`config.mk`:
```
export PLATFORM = sky130hd
export DESIGN_NAME = rtp_input_event_parser_unit
export DESIGN_NICKNAME = d
export VERILOG_FILES = /design/src/rtpiep_pkg.sv /design/src/rtp_input_event_parser_unit.sv /design/src/rtpiep_capture.sv
export SDC_FILE = /design/constraint.sdc
export NUM_CORES = 1
export LEC_CHECK = 0
export ABC_AREA = 1
export ABC_CLOCK_PERIOD_IN_PS = 13600
export CAP_MARGIN = 20
export CORE_UTILIZATION = 25
export DETAILED_ROUTE_END_ITERATION = 12
export DONT_BUFFER_PORTS = 1
export PLACE_DENSITY = 0.38
export SLEW_MARGIN = 10
export SYNTH_ARGS = -nofsm -noshare
export SYNTH_HDL_FRONTEND = slang
export SYNTH_SLANG_ARGS = --single-unit
export TNS_END_PERCENT = 50
```
`constraint.sdc`:
```
create_clock -name clk -period 13.6 [get_ports clk]
set_input_delay 1.36 -clock clk [delete_from_list [all_inputs] [get_ports clk]]
set_output_delay 1.36 -clock clk [all_outputs]
set_load 0.02 [all_outputs]
```
`src/rtpiep_pkg.sv`:
```
package rtpiep_pkg;

  localparam int MAX_PACKET_BYTES = 2048;
  localparam int IDX_W = $clog2(MAX_PACKET_BYTES + 1);
  // largest header: 12 + 15 CSRC words + 4 + 65535 extension words
  localparam int HL_W = 19;

  localparam int FIXED_HDR = 12;
  localparam int EVENT_BYTES = 21;
  localparam int MIN_BYTES = FIXED_HDR + EVENT_BYTES;
  localparam int HDR_BYTES = 10;
  localparam int HDR_AW = $clog2(HDR_BYTES);
  localparam int PAY_AW = $clog2(EVENT_BYTES);
  localparam int RTP_VERSION = 2;

  localparam logic [7:0] CSRC_MASK = 8'h0F;
  localparam logic [7:0] EXT_MASK = 8'h10;
  localparam logic [7:0] PAD_MASK = 8'h20;
  localparam logic [1:0] VER_MASK = 2'h3;

  typedef struct packed {
    logic [7:0] packet_byte;
    logic       last_byte;
  } in_t;

  typedef struct packed {
    logic               ok;
    logic [15:0]        sequence_res;
    logic [31:0]        media_ts;
    logic [31:0]        ssrc;
    logic [7:0]         evt_kind;
    logic [15:0]        norm_x;
    logic [15:0]        norm_y;
    logic [7:0]         btn_mask;
    logic signed [15:0] wheel_delta;
    logic [7:0]         mod_mask;
    logic [31:0]        key_val;
    logic [63:0]        sent_ms;
  } out_t;

  // packet state as it stands after its final word
  typedef struct packed {
    logic [IDX_W-1:0]                 size;
    logic [7:0]                       first_header_byte;
    logic [15:0]                      extension_words;
    logic [7:0]                       pad_byte;
    logic [HDR_BYTES-1:0][7:0]        header_fields;
    logic [EVENT_BYTES-1:0][7:0]      payload;
  } snap_t;

  function automatic logic [HL_W-1:0] base_length(logic [7:0] b0);
    return HL_W'(FIXED_HDR) + HL_W'({b0 & CSRC_MASK, 2'b00});
  endfunction

endpackage

```
`src/rtp_input_event_parser_unit.sv`:
```
// RTP input-event parser. Takes one packet byte per word on the input channel, the
// final byte of a packet marked by last_byte, and gives one result word per packet:
// the RTP sequence number, timestamp and SSRC plus the 21-byte input event that
// follows the header (CSRC list and header extension skipped, padding removed).
// A packet shorter than 33 bytes, not version 2, with header or extension running
// past its end, or with bad padding yields ok = 0 and all fields zero. Bytes past
// MAX_PACKET_BYTES are dropped. A new byte is accepted every clock cycle while in_ready
// is high. The accepting edge captures the packet state into the snapshot register;
// out_valid rises when the checked result is then registered from it. Two finished packets
// can be held while the output is stalled; once both wait, the input stalls too.
module rtp_input_event_parser_unit (
  input  logic              clk,
  input  logic              rst,
  input  logic              in_valid,
  output logic              in_ready,
  input  rtpiep_pkg::in_t   in_data,
  output logic              out_valid,
  input  logic              out_ready,
  output rtpiep_pkg::out_t  out_data
);

  logic take, done;
  rtpiep_pkg::snap_t snap_new, snap;
  logic snap_valid;
  logic out_free, snap_move;
  rtpiep_pkg::out_t result;

  logic [rtpiep_pkg::HL_W-1:0] size_w, base, hl_ext, hl, pend, pad_w;
  logic ext, pad_en, ok;
  logic [7:0] fhb;

  assign out_free = !out_valid || out_ready;
  assign snap_move = snap_valid && out_free;
  assign in_ready = !snap_valid || out_free;
  assign take = in_valid && in_ready;

  rtpiep_capture u_capture (
    .clk     (clk),
    .rst     (rst),
    .take    (take),
    .in_word (in_data),
    .done    (done),
    .snap    (snap_new)
  );

  always_ff @(posedge clk) begin
    if (rst) begin
      snap_valid <= 1'b0;
    end else if (done) begin
      snap_valid <= 1'b1;
    end else if (snap_move) begin
      snap_valid <= 1'b0;
    end
  end

  always_ff @(posedge clk) begin
    if (done) begin
      snap <= snap_new;
    end
  end

  always_comb begin
    fhb = snap.first_header_byte;
    size_w = rtpiep_pkg::HL_W'(snap.size);
    pad_w = rtpiep_pkg::HL_W'(snap.pad_byte);
    base = rtpiep_pkg::base_length(fhb);
    ext = |(fhb & rtpiep_pkg::EXT_MASK);
    pad_en = |(fhb & rtpiep_pkg::PAD_MASK);
    hl_ext = base + rtpiep_pkg::HL_W'(4) + rtpiep_pkg::HL_W'({snap.extension_words, 2'b00});
    hl = ext ? hl_ext : base;
    pend = pad_en ? size_w - pad_w : size_w;

    ok = 1'b1;
    if (size_w < rtpiep_pkg::HL_W'(rtpiep_pkg::MIN_BYTES)) ok = 1'b0;
    if (((fhb[7:6]) & rtpiep_pkg::VER_MASK) != 2'(rtpiep_pkg::RTP_VERSION)) ok = 1'b0;
    if (base > size_w) ok = 1'b0;
    if (ext && (base + rtpiep_pkg::HL_W'(4) > size_w || hl_ext > size_w)) ok = 1'b0;
    // size >= hl holds whenever the checks above passed
    if (pad_en && (pad_w == '0 || pad_w > size_w - hl)) ok = 1'b0;
    if (pend < hl + rtpiep_pkg::HL_W'(rtpiep_pkg::EVENT_BYTES)) ok = 1'b0;

    result = '0;
    if (ok) begin
      result.ok = 1'b1;
      result.sequence_res = {snap.header_fields[0], snap.header_fields[1]};
      result.media_ts = {snap.header_fields[2], snap.header_fields[3],
                         snap.header_fields[4], snap.header_fields[5]};
      result.ssrc = {snap.header_fields[6], snap.header_fields[7],
                     snap.header_fields[8], snap.header_fields[9]};
      result.evt_kind = snap.payload[0];
      result.norm_x = {snap.payload[1], snap.payload[2]};
      result.norm_y = {snap.payload[3], snap.payload[4]};
      result.btn_mask = snap.payload[5];
      result.wheel_delta = $signed({snap.payload[6], snap.payload[7]});
      result.mod_mask = snap.payload[8];
      result.key_val = {snap.payload[9], snap.payload[10], snap.payload[11],
                        snap.payload[12]};
      result.sent_ms = {snap.payload[13], snap.payload[14], snap.payload[15],
                        snap.payload[16], snap.payload[17], snap.payload[18],
                        snap.payload[19], snap.payload[20]};
    end
  end

  always_ff @(posedge clk) begin
    if (rst) begin
      out_valid <= 1'b0;
    end else if (snap_move) begin
      out_valid <= 1'b1;
    end else if (out_ready) begin
      out_valid <= 1'b0;
    end
  end

  always_ff @(posedge clk) begin
    if (snap_move) begin
      out_data <= result;
    end
  end

endmodule

```
`src/rtpiep_capture.sv`:
```
module rtpiep_capture (
  input  logic                clk,
  input  logic                rst,
  input  logic                take,
  input  rtpiep_pkg::in_t     in_word,
  output logic                done,
  output rtpiep_pkg::snap_t   snap
);

  logic [rtpiep_pkg::IDX_W-1:0] byte_index, byte_index_next;
  logic [7:0] first_header_byte, first_header_byte_next;
  logic [rtpiep_pkg::HL_W-1:0] header_length, header_length_next;
  logic [15:0] extension_words, extension_words_next;
  logic [7:0] last_kept_byte, last_kept_byte_next;
  logic [rtpiep_pkg::HDR_BYTES-1:0][7:0] header_fields, header_fields_next;
  logic [rtpiep_pkg::EVENT_BYTES-1:0][7:0] payload_store, payload_store_next;

  logic keep;
  logic ext;
  logic [7:0] b;
  logic [rtpiep_pkg::HL_W-1:0] base, hl_cur, i_w, pay_off;
  logic [rtpiep_pkg::IDX_W-1:0] hdr_off;

  assign b = in_word.packet_byte;
  assign keep = byte_index < rtpiep_pkg::IDX_W'(rtpiep_pkg::MAX_PACKET_BYTES);
  assign i_w = rtpiep_pkg::HL_W'(byte_index);
  assign hdr_off = byte_index - rtpiep_pkg::IDX_W'(2);

  always_comb begin
    first_header_byte_next = first_header_byte;
    header_length_next = header_length;
    extension_words_next = extension_words;
    last_kept_byte_next = last_kept_byte;
    header_fields_next = header_fields;
    payload_store_next = payload_store;
    byte_index_next = byte_index;

    if (keep && byte_index == '0) begin
      first_header_byte_next = b;
    end
    base = rtpiep_pkg::base_length(first_header_byte_next);
    ext = |(first_header_byte_next & rtpiep_pkg::EXT_MASK);
    hl_cur = (byte_index == '0) ? base : header_length;
    pay_off = i_w - hl_cur;

    if (keep) begin
      header_length_next = hl_cur;
      if (i_w >= rtpiep_pkg::HL_W'(2) && i_w < rtpiep_pkg::HL_W'(rtpiep_pkg::FIXED_HDR)) begin
        header_fields_next[hdr_off[rtpiep_pkg::HDR_AW-1:0]] = b;
      end
      if (ext && i_w == base + rtpiep_pkg::HL_W'(2)) begin
        extension_words_next = {b, 8'h00};
      end
      if (ext && i_w == base + rtpiep_pkg::HL_W'(3)) begin
        extension_words_next = {extension_words[15:8], b};
        header_length_next = base + rtpiep_pkg::HL_W'(4)
                           + rtpiep_pkg::HL_W'({extension_words_next, 2'b00});
      end
      // payload offset uses the header length already settled before this word
      if ((!ext || i_w > base + rtpiep_pkg::HL_W'(3)) && i_w >= hl_cur
          && pay_off < rtpiep_pkg::HL_W'(rtpiep_pkg::EVENT_BYTES)) begin
        payload_store_next[pay_off[rtpiep_pkg::PAY_AW-1:0]] = b;
      end
      last_kept_byte_next = b;
      byte_index_next = byte_index + rtpiep_pkg::IDX_W'(1);
    end
  end

  assign done = take && in_word.last_byte;

  always_comb begin
    snap.size = byte_index_next;
    snap.first_header_byte = first_header_byte_next;
    snap.extension_words = extension_words_next;
    snap.pad_byte = last_kept_byte_next;
    snap.header_fields = header_fields_next;
    snap.payload = payload_store_next;
  end

  always_ff @(posedge clk) begin
    if (rst) begin
      byte_index <= '0;
      first_header_byte <= '0;
      header_length <= '0;
      extension_words <= '0;
      last_kept_byte <= '0;
    end else if (take) begin
      if (in_word.last_byte) begin
        byte_index <= '0;
        first_header_byte <= '0;
        header_length <= '0;
        extension_words <= '0;
        last_kept_byte <= '0;
      end else begin
        byte_index <= byte_index_next;
        first_header_byte <= first_header_byte_next;
        header_length <= header_length_next;
        extension_words <= extension_words_next;
        last_kept_byte <= last_kept_byte_next;
      end
    end
  end

  always_ff @(posedge clk) begin
    if (take) begin
      header_fields <= header_fields_next;
      payload_store <= payload_store_next;
    end
  end

endmodule
```
==> run_results.csv, run 1 <==
group,metric,value,unit
outcome,outcome,"finished, final reports clean",
min_path,hold_class,"reg2reg",
finish,num-nets-final,3564,
finish,final_common_cell,"edfxtp_1",
setup_path,cp.arrival,7990,ps
grt,antenna_found_initial,2,
synthesis,synth-edff-count,789,
clocking,cts.clk_slew.worst_paths,60,ps
synthesis,synthCells,3442,
clocking,clock_path_buffers,3,
run,max_cap_viol_count,0,
clocking,tritoncts,"yes",
power_and_ir_drop,power_density,144,nW/um^2
sta,whs,464,ps
grt,grt_max_degree,139,
grt,grt_use_total,14.0,%
route,wl,107000,um
floorplan,io_pins,264,
synthesis,synth_warnings,0,
clocking,ctsHoldBuffers,0,
sta,maxSlewViolCount,0,
floorplan,start_util,25.2,%
synthesis,ys_ff_latch,854,
sta,finalSetupViolCount,0,
route,ant_nets,0,
grt,grt_pass1_wl,158000,um
finish,antenna_cells,0,
route,wl_met1,48400,um
sta,fin_skew,67.0,ps
setup_path,cp-end-kind,"register",
power_and_ir_drop,power.leakage,16.9,nW
place,place_hpwl,67000,um
route,via_per_inst,4.30,
setup_path,required,14020,ps
setup_path,crit_fanout,84,
route,routedWlPerCell,19.6,um
clocking,postCtsSetupRepairBufs,0,
finish,finalInstanceArea,42600,um^2
route,drc,0,
setup_path,criticalPathCategory,"reg2reg",
clocking,clk_latency,730,ps
synthesis,syn_area_per_cell,10.8,um^2
floorplan,core,148000,um^2
place,place_area,39400,um^2
route,drt_pre_antenna_iters,5,
route,dr_wl_met3,5060,um
floorplan,rows,141,
floorplan,die_h,388,um
setup_path,slowest_stage,"buf_4",
route,wl_met2,51200,um
finish,synthToLayoutAreaGrowth,14.5,%
clocking,clockRootBuffer,"clkbuf_16",
place,port_buffers,0,
sta,worst_pin_slew,1080,ps
synthesis,async_flop_share,0,%
route,vias,23416,
power_and_ir_drop,peakVddDrop,120,uV
sta,rsz0062_at_grt,"no",
floorplan,dieArea,151000,um^2
route,drtIter0Drc,1610,
synthesis,syn-cell-area,37200,um^2
floorplan,die_w,388,um
finish,final_cells,5451,
clocking,clock_sinks,854,
finish,finish.utilization,28.8,%
sta,max-slew-margin-rel,27.7,%
synthesis,synthFlopType,"edfxtp_1",
sta,post-route-period-util,55.7,%
finish,layout_common_cells,"789 x edfxtp_1, 771 x nand2_1, 459 x inv_1",
sta,fmax,0.132,GHz
setup_path,cpPeakStageDelay,790,ps
synthesis,seq_area_frac_synth,67.1,%
grt,grt_pass1_vias,23345,
clocking,post_cts_resized,0,
route,top_layer,"met4",
place,dp.cells,5265,
setup_path,start_kind,"register",
place,gp_congestion,0.816,
setup_path,crit_top_cell,"nand2_1",
finish,drive_gt1_share,5.88,%
sta,fin_crit,7570,ps
synthesis,yosysUniqueCellTypes,45,
power_and_ir_drop,p_total,6.14,mW
clocking,htreeDepth,3,
grt,grt_remaining_overflow,0,
sta,hold_viol_final,0,
clocking,cts_buffers,100,
-- cell type report --
cell class	count	area, um^2
multi-input cells	1976	9960
clock buffers	131	2680
well taps	1930	2410
clock inverters	55	527
repair buffers	39	313
inverters	466	1760
fillers	15358	105000
flip-flops and latches	854	25000
-- final timing paths --
kind / start / end / slack, ps / cells after the start
worst max-delay path: fhb[0] / out_data[63] / 6030 / 33
worst min-delay path: u_capture.last_kept_byte[1] / u_capture.last_kept_byte[1] / 460 / 2
worst max register to register: fhb[0] / out_data[63] / 6030 / 33
worst min register to register: u_capture.last_kept_byte[1] / u_capture.last_kept_byte[1] / 460 / 2
-- registers in the layout, summed over array words and instances (netlist names) --
| name | flops |
|---|---|
| out_valid | 1 |
| out_data | 249 |
| u_capture.header_length | 19 |
| u_capture.payload_store | 168 |
| snap_valid | 1 |
| u_capture.first_header_byte | 8 |
| u_capture.last_kept_byte | 8 |
| fhb | 8 |
| snap | 264 |
| u_capture.byte_index | 12 |
| size_w | 12 |
| u_capture.extension_words | 16 |
| pad_w | 8 |
| u_capture.header_fields | 80 |
-- critical path: cells and delay by family (launching register included) --
kind                     cells  cell delay [ps]
AO/OA/AOI/OAI                4              940
buffers and inverters        6             1680
adder cells (fa/ha/maj)      4             1520
AND/OR/NAND/NOR             17             2100
flip-flops                   1              520
XOR/XNOR                     2              350
-- cell usage after synthesis (all sizes together) (2+ instances only) --
cell type	count	share of area (%)
edfxtp	789	64
nand2	773	7.8
inv	464	4.7
nor2	369	3.7
o21ai	204	2.7
nand4	159	2.7
a21oi	127	1.7
ha	109	3.7
clkbuf	104	1.0
nand3	90	1.2
dfxtp	65	3.5
buf	43	0.56
xor2	41	0.96
nor3	31	0.46
xnor2	13	0.31
o21bai	8	0.16
or2	8	0.13
o211ai	6	0.12
fa	5	0.27
o31ai	5	0.10
a21o	4	0.081
nand3b	3	0.060
nor4	3	0.050
a211oi	2	0.040
a21boi	2	0.040
and3	2	0.034
clkinv	2	0.020
-- per-layer routing --
| layer | track usage [%] | vias to the layer above |
|---|---|---|
| met5 | 0 | - |
| met2 | 23.3 | 452 |
| met4 | 4.03 | 0 |
| li1 | - | 11616 |
| met3 | 2.58 | 121 |
| met1 | 18.6 | 11227 |
-- kinds of logic (layout without fill, tap and decap cells) --
logic type,after synthesis,in the layout,synth area share [%]
AO/OA/AOI/OAI,366,366,5.17
XOR/XNOR,54,54,1.27
adder cells (fa/ha/maj),114,114,3.93
buffers and inverters,613,691,6.31
flip-flops,854,854,67.1
other,1,2,0.0101
AND/OR/NAND/NOR,1440,1440,16.2
-- where the power goes --
part	total, mW	internal (mW)	leakage [nW]	switching, mW
sequential	3.06	2.99	7.91	0.0726
clock	2.65	1.51	1.55	1.14
combinational	0.427	0.119	7.44	0.308
-- stage by stage --
step	setup slack (ps)	setup TNS, ps
after floorplan	-615	-153040
after global placement	5850	0
after detailed placement	5890	0
after CTS	5890	0
after global routing	5160	0
final	6030	0
No activity file was read; power rests on OpenSTA's default activity.
==> inputs of run 2 (changes only) <==
Settings changed: ABC_CLOCK_PERIOD_IN_PS 13600 to 7650, PLACE_DENSITY 0.38 to 0.36.
Clock period 13.6 ns to 7.65 ns, I/O delays scaled along.
==> run_results.csv, run 2 (synthesis gave the netlist of run 1 again) <==
group,metric,value,unit
sta,rsz0062_at_grt,"no",
clocking,ctsHoldBuffers,0,
grt,grt_use_total,14.4,%
floorplan,dieArea,151000,um^2
floorplan,rows,141,
route,wl,109000,um
clocking,cts.clk_slew.worst_paths,60,ps
min_path,hold_end,"u_capture.last_kept_byte[5]",
setup_path,rr_endpoint,"snap[32]",
sta,finalSetupViolCount,0,
setup_path,worstPathCellList,"inv_1 > nand2_1 > nor3_2 > nand2_1 > o21ai_0 > inv_1 > ha_1 > or2_2 > nor2_1 > inv_1 > o21ai_0 > inv_1 > ha_1 > nand2_1 > nor3_1 > nand2_1 > nand3_1 > a21oi_1 > nor2_4 > inv_1 > nor3_4 > nand2_1 > o21ai_0",
route,via_per_inst,4.34,
place,port_buffers,0,
grt,grt_remaining_overflow,0,
sta,max-slew-margin-rel,26.1,%
setup_path,cpPeakStageDelay,730,ps
min_path,worstHoldPathCells,1,
clocking,htreeDepth,3,
finish,num-nets-final,3561,
finish,synthToLayoutAreaGrowth,14.7,%
setup_path,cp_top_family,"simple AND/OR/NAND/NOR gates",
floorplan,die_h,388,um
floorplan,start_util,25.2,%
place,gp_congestion,0.797,
grt,grt_pass1_wl,161000,um
floorplan,die_w,388,um
clocking,clock_path_buffers,3,
power_and_ir_drop,peakVddDrop,188,uV
setup_path,cp-end-kind,"register",
sta,fin_skew,85.4,ps
clocking,postCtsSetupRepairBufs,0,
sta,hold_viol_final,0,
sta,worst_pin_slew,1110,ps
setup_path,criticalPathCategory,"reg2reg",
setup_path,start_kind,"register",
setup_path,crit_fanout,17,
clocking,clk_latency,740,ps
place,dp.cells,5261,
setup_path,required,8160,ps
sta,fmax,0.153,GHz
finish,final_cells,5448,
route,routedWlPerCell,20.1,um
power_and_ir_drop,power_density,256,nW/um^2
setup_path,ff2ff_path_depth,23,
finish,layout_common_cells,"789 x edfxtp_1, 771 x nand2_1, 459 x inv_1",
setup_path,slowest_stage,"o21ai_0",
finish,final_common_cell,"edfxtp_1",
clocking,tritoncts,"yes",
route,drtIter0Drc,1652,
finish,drive_gt1_share,5.83,%
floorplan,core,148000,um^2
sta,whs,212,ps
min_path,hold_class,"in2reg",
route,drt_pre_antenna_iters,5,
clocking,cts_buffers,101,
grt,grt_max_degree,143,
setup_path,cp.arrival,7020,ps
clocking,clockRootBuffer,"clkbuf_16",
floorplan,io_pins,264,
outcome,outcome,"finished, final reports clean",
sta,post-route-period-util,85.2,%
sta,fin_crit,6520,ps
min_path,hold_path.startpoint,"rst",
place,place_hpwl,68200,um
setup_path,r2r-start,"u_capture.byte_index[9]",
run,max_cap_viol_count,0,
clocking,post_cts_resized,0,
setup_path,rrSetupSlack,1130,ps
finish,reg.largest.list,"snap: 264 flops, out_data: 249 flops, u_capture.payload_store: 168 flops",
power_and_ir_drop,power.leakage,16.9,nW
route,vias,23653,
setup_path,crit_buf_inv,5,
route,ant_nets,0,
grt,grt_pass1_vias,23738,
grt,antenna_found_initial,5,
sta,maxSlewViolCount,0,
finish,largest-register,"snap",
finish,largest_register_ffs,264,
clocking,clock_sinks,854,
route,drc,0,
==> run 2: per-stage QoR <==
step | instance area (um^2) | util [%] | total power [mW] | setup TNS (ps) | setup WS [ps]
final | 42700 | 28.9 | 10.9 | 0 | 1130
after global routing | 42700 | 28.9 | 11.4 | 0 | 454
after floorplan | 37300 | - | 6.08 | -230400 | -891
after CTS | 42700 | 28.9 | 11.1 | 0 | 971
after detailed placement | 39500 | 26.7 | 6.33 | 0 | 1020
after global placement | 39500 | 26.7 | 6.34 | -145 | -33.3
==> run 2: per-layer routing <==
| layer | up-vias | GRT usage (%) | part of all wire [%] | wire [um] |
|---|---|---|---|---|
| li1 | 11628 | - | - | - |
| met1 | 11449 | 18.6 | 45 | 49000 |
| met2 | 430 | 23.9 | 47 | 51900 |
| met3 | 140 | 3.14 | 5.3 | 5810 |
| met4 | 6 | 4.22 | 2.3 | 2540 |
| met5 | - | 0 | 0.038 | 41 |
==> run 2: cell type report <==
class,instances,area [um^2]
Fill cell,15447,105000
Sequential cell,854,25000
Multi-Input combinational cell,1976,9960
Clock buffer,137,2730
Tap cell,1930,2410
Inverter,466,1760
Clock inverter,49,503
Timing Repair Buffer,35,358
Antenna cell,1,2.50
==> run 2: power breakdown <==
part | internal (mW) | switching [mW]
Combinational | 0.211 | 0.552
Clock | 2.69 | 2.02
Sequential | 5.32 | 0.132
==> run 2: how the worst max path moves through the flow <==
stage / startpoint / to / depth (start not counted)
floorplan: out_ready / out_data[0] / 2
global placement: u_capture.byte_index[9] / snap[121] / 24
detailed placement: u_capture.byte_index[1] / snap[38] / 24
CTS: u_capture.byte_index[1] / snap[38] / 24
global route: fhb[0] / out_data[42] / 32
finish: u_capture.byte_index[9] / snap[32] / 23
==> inputs of run 3 (changes only) <==
Settings changed: CORE_MARGIN set to 5.
==> run_results.csv, run 3 (synthesis gave the netlist of run 1 again) <==
group,metric,value,unit
setup_path,rrSetupSlack,990,ps
floorplan,start_util,25.2,%
grt,grt_pass1_vias,23616,
route,routedWlPerCell,20.2,um
floorplan,io_pins,264,
place,gp_congestion,0.789,
power_and_ir_drop,power_density,257,nW/um^2
clocking,clock_path_buffers,3,
setup_path,crit_fanout,120,
route,dr_wl_met3,5300,um
finish,final_common_cell,"edfxtp_1",
finish,multi_input_area,9960,um^2
route,vias,23556,
place,place_hpwl,68700,um
finish,synthToLayoutAreaGrowth,14.6,%
floorplan,die_w,396,um
grt,grt_remaining_overflow,0,
finish,layout_common_cells,"789 x edfxtp_1, 771 x nand2_1, 459 x inv_1",
place,place_area,39500,um^2
finish,finalInstanceArea,42700,um^2
route,drc,0,
setup_path,ff2ff_path_depth,25,
min_path,hold_path.startpoint,"rst",
finish,register_area,25000,um^2
floorplan,core,148000,um^2
sta,fin_crit,6660,ps
sta,worst_pin_slew,1080,ps
floorplan,rows,141,
finish,reg.largest.list,"snap: 264 flops, out_data: 249 flops, u_capture.payload_store: 168 flops",
route,wl,110000,um
finish,largest_register_ffs,264,
route,wl_met1,49800,um
grt,grt_max_degree,131,
run,max_cap_viol_count,0,
setup_path,slowest_stage,"o21ai_0",
power_and_ir_drop,peakVddDrop,156,uV
grt,grt_pass1_wl,163000,um
outcome,outcome,"finished, final reports clean",
sta,rsz0062_at_grt,"no",
min_path,hold_class,"in2reg",
finish,drive_gt1_share,5.89,%
setup_path,cpPeakStageDelay,730,ps
finish,num-nets-final,3558,
route,top_layer,"met4",
route,wl_met2,52900,um
sta,fin_ws,991,ps
finish,largest-register,"snap",
floorplan,die_h,396,um
setup_path,start_kind,"register",
route,drtIter0Drc,1611,
clocking,clock_sinks,854,
sta,max-slew-margin-rel,27.9,%
sta,finalSetupViolCount,0,
sta,post-route-period-util,87.0,%
route,via_per_inst,4.33,
clocking,tritoncts,"yes",
setup_path,critPathLaunch,"u_capture.byte_index[1]",
clocking,htreeDepth,3,
min_path,worstHoldPathCells,1,
clocking,clk_latency,720,ps
clocking,postCtsSetupRepairBufs,0,
finish,nFillCells,15351,
sta,maxSlewViolCount,0,
floorplan,dieArea,157000,um^2
route,drt_pre_antenna_iters,5,
setup_path,criticalPathCategory,"reg2reg",
sta,fin_skew,45.5,ps
min_path,hold_end,"u_capture.last_kept_byte[6]",
sta,tns,0,ps
clocking,ctsHoldBuffers,0,
setup_path,rr_endpoint,"snap[25]",
setup_path,r2r-start,"u_capture.byte_index[1]",
clocking,cts_buffers,98,
grt,antenna_found_initial,4,
sta,fmax,0.150,GHz
route,ant_nets,0,
setup_path,cp-end-kind,"register",
clocking,cts.clk_slew.worst_paths,60,ps
clocking,post_cts_resized,0,
power_and_ir_drop,power.leakage,16.9,nW
place,dp_worst_setup_slack,765,ps
grt,grt_use_total,13.8,%
sta,hold_viol_final,0,
place,port_buffers,0,
setup_path,cp.arrival,7200,ps
setup_path,required,8190,ps
clocking,clockRootBuffer,"clkbuf_16",
[run 3: cell count changes in the layout (fill, tap and decap cells not counted), moves of 2 or more]
cell	delta
buf_12	-2
buf_4	+3
bufinv_16	+6
clkbuf_1	-6
clkbuf_16	-2
clkbuf_8	-5
clkinv_2	+9
clkinv_4	-2
clkinvlp_4	-3
inv_16	-2
inv_2	+2
[run 3: metal layers]
layer | up-vias | GRT usage, %
met5 | - | 0
met4 | 0 | 3.25
li1 | 11600 | -
met3 | 109 | 3.13
met2 | 397 | 23.0
met1 | 11450 | 18.1
[run 3: critical path: cells and delay by family (launching register included)]
kind                     cells  cell delay (ps)
buffers and inverters        6             1030
flip-flops                   1              470
AO/OA/AOI/OAI                3             1010
adder cells (fa/ha/maj)      3              800
AND/OR/NAND/NOR             13             2870
[run 3: power by group]
group          leakage (nW)  internal, mW  total (mW)  switching, mW
Combinational          7.44         0.210       0.765          0.554
Clock                  1.57          2.78        4.76           1.98
Sequential             7.91          5.32        5.45          0.132
[run 3: metrics by stage]
step                      power, mW  std cells  utilization (%)  hold WS (ps)
after floorplan                6.08       3443                -           442
after global placement         6.34       5261             26.7           449
after detailed placement       6.33       5261             26.7           455
after CTS                      11.2       5444             28.9          62.6
after global routing           11.5       5444             28.9           121
final                          11.0       5446             28.9           206
[run 3: final cells by class]
class                   count  area share (%)
repair buffers             35           0.762
multi-input cells        1976            23.3
clock inverters            59            1.50
inverters                 466            4.11
diodes                      2          0.0117
well taps                1930            5.66
clock buffers             124            6.07
flip-flops and latches    854            58.5
[run 3: how the worst max path moves through the flow]
stage                                       to  slack [ps]
floorplan                          out_data[0]        -890
global placement                      snap[36]         710
detailed placement                    snap[35]         770
CTS                                   snap[35]         760
global route        u_capture.payload_store[6]         240
finish                                snap[25]         990
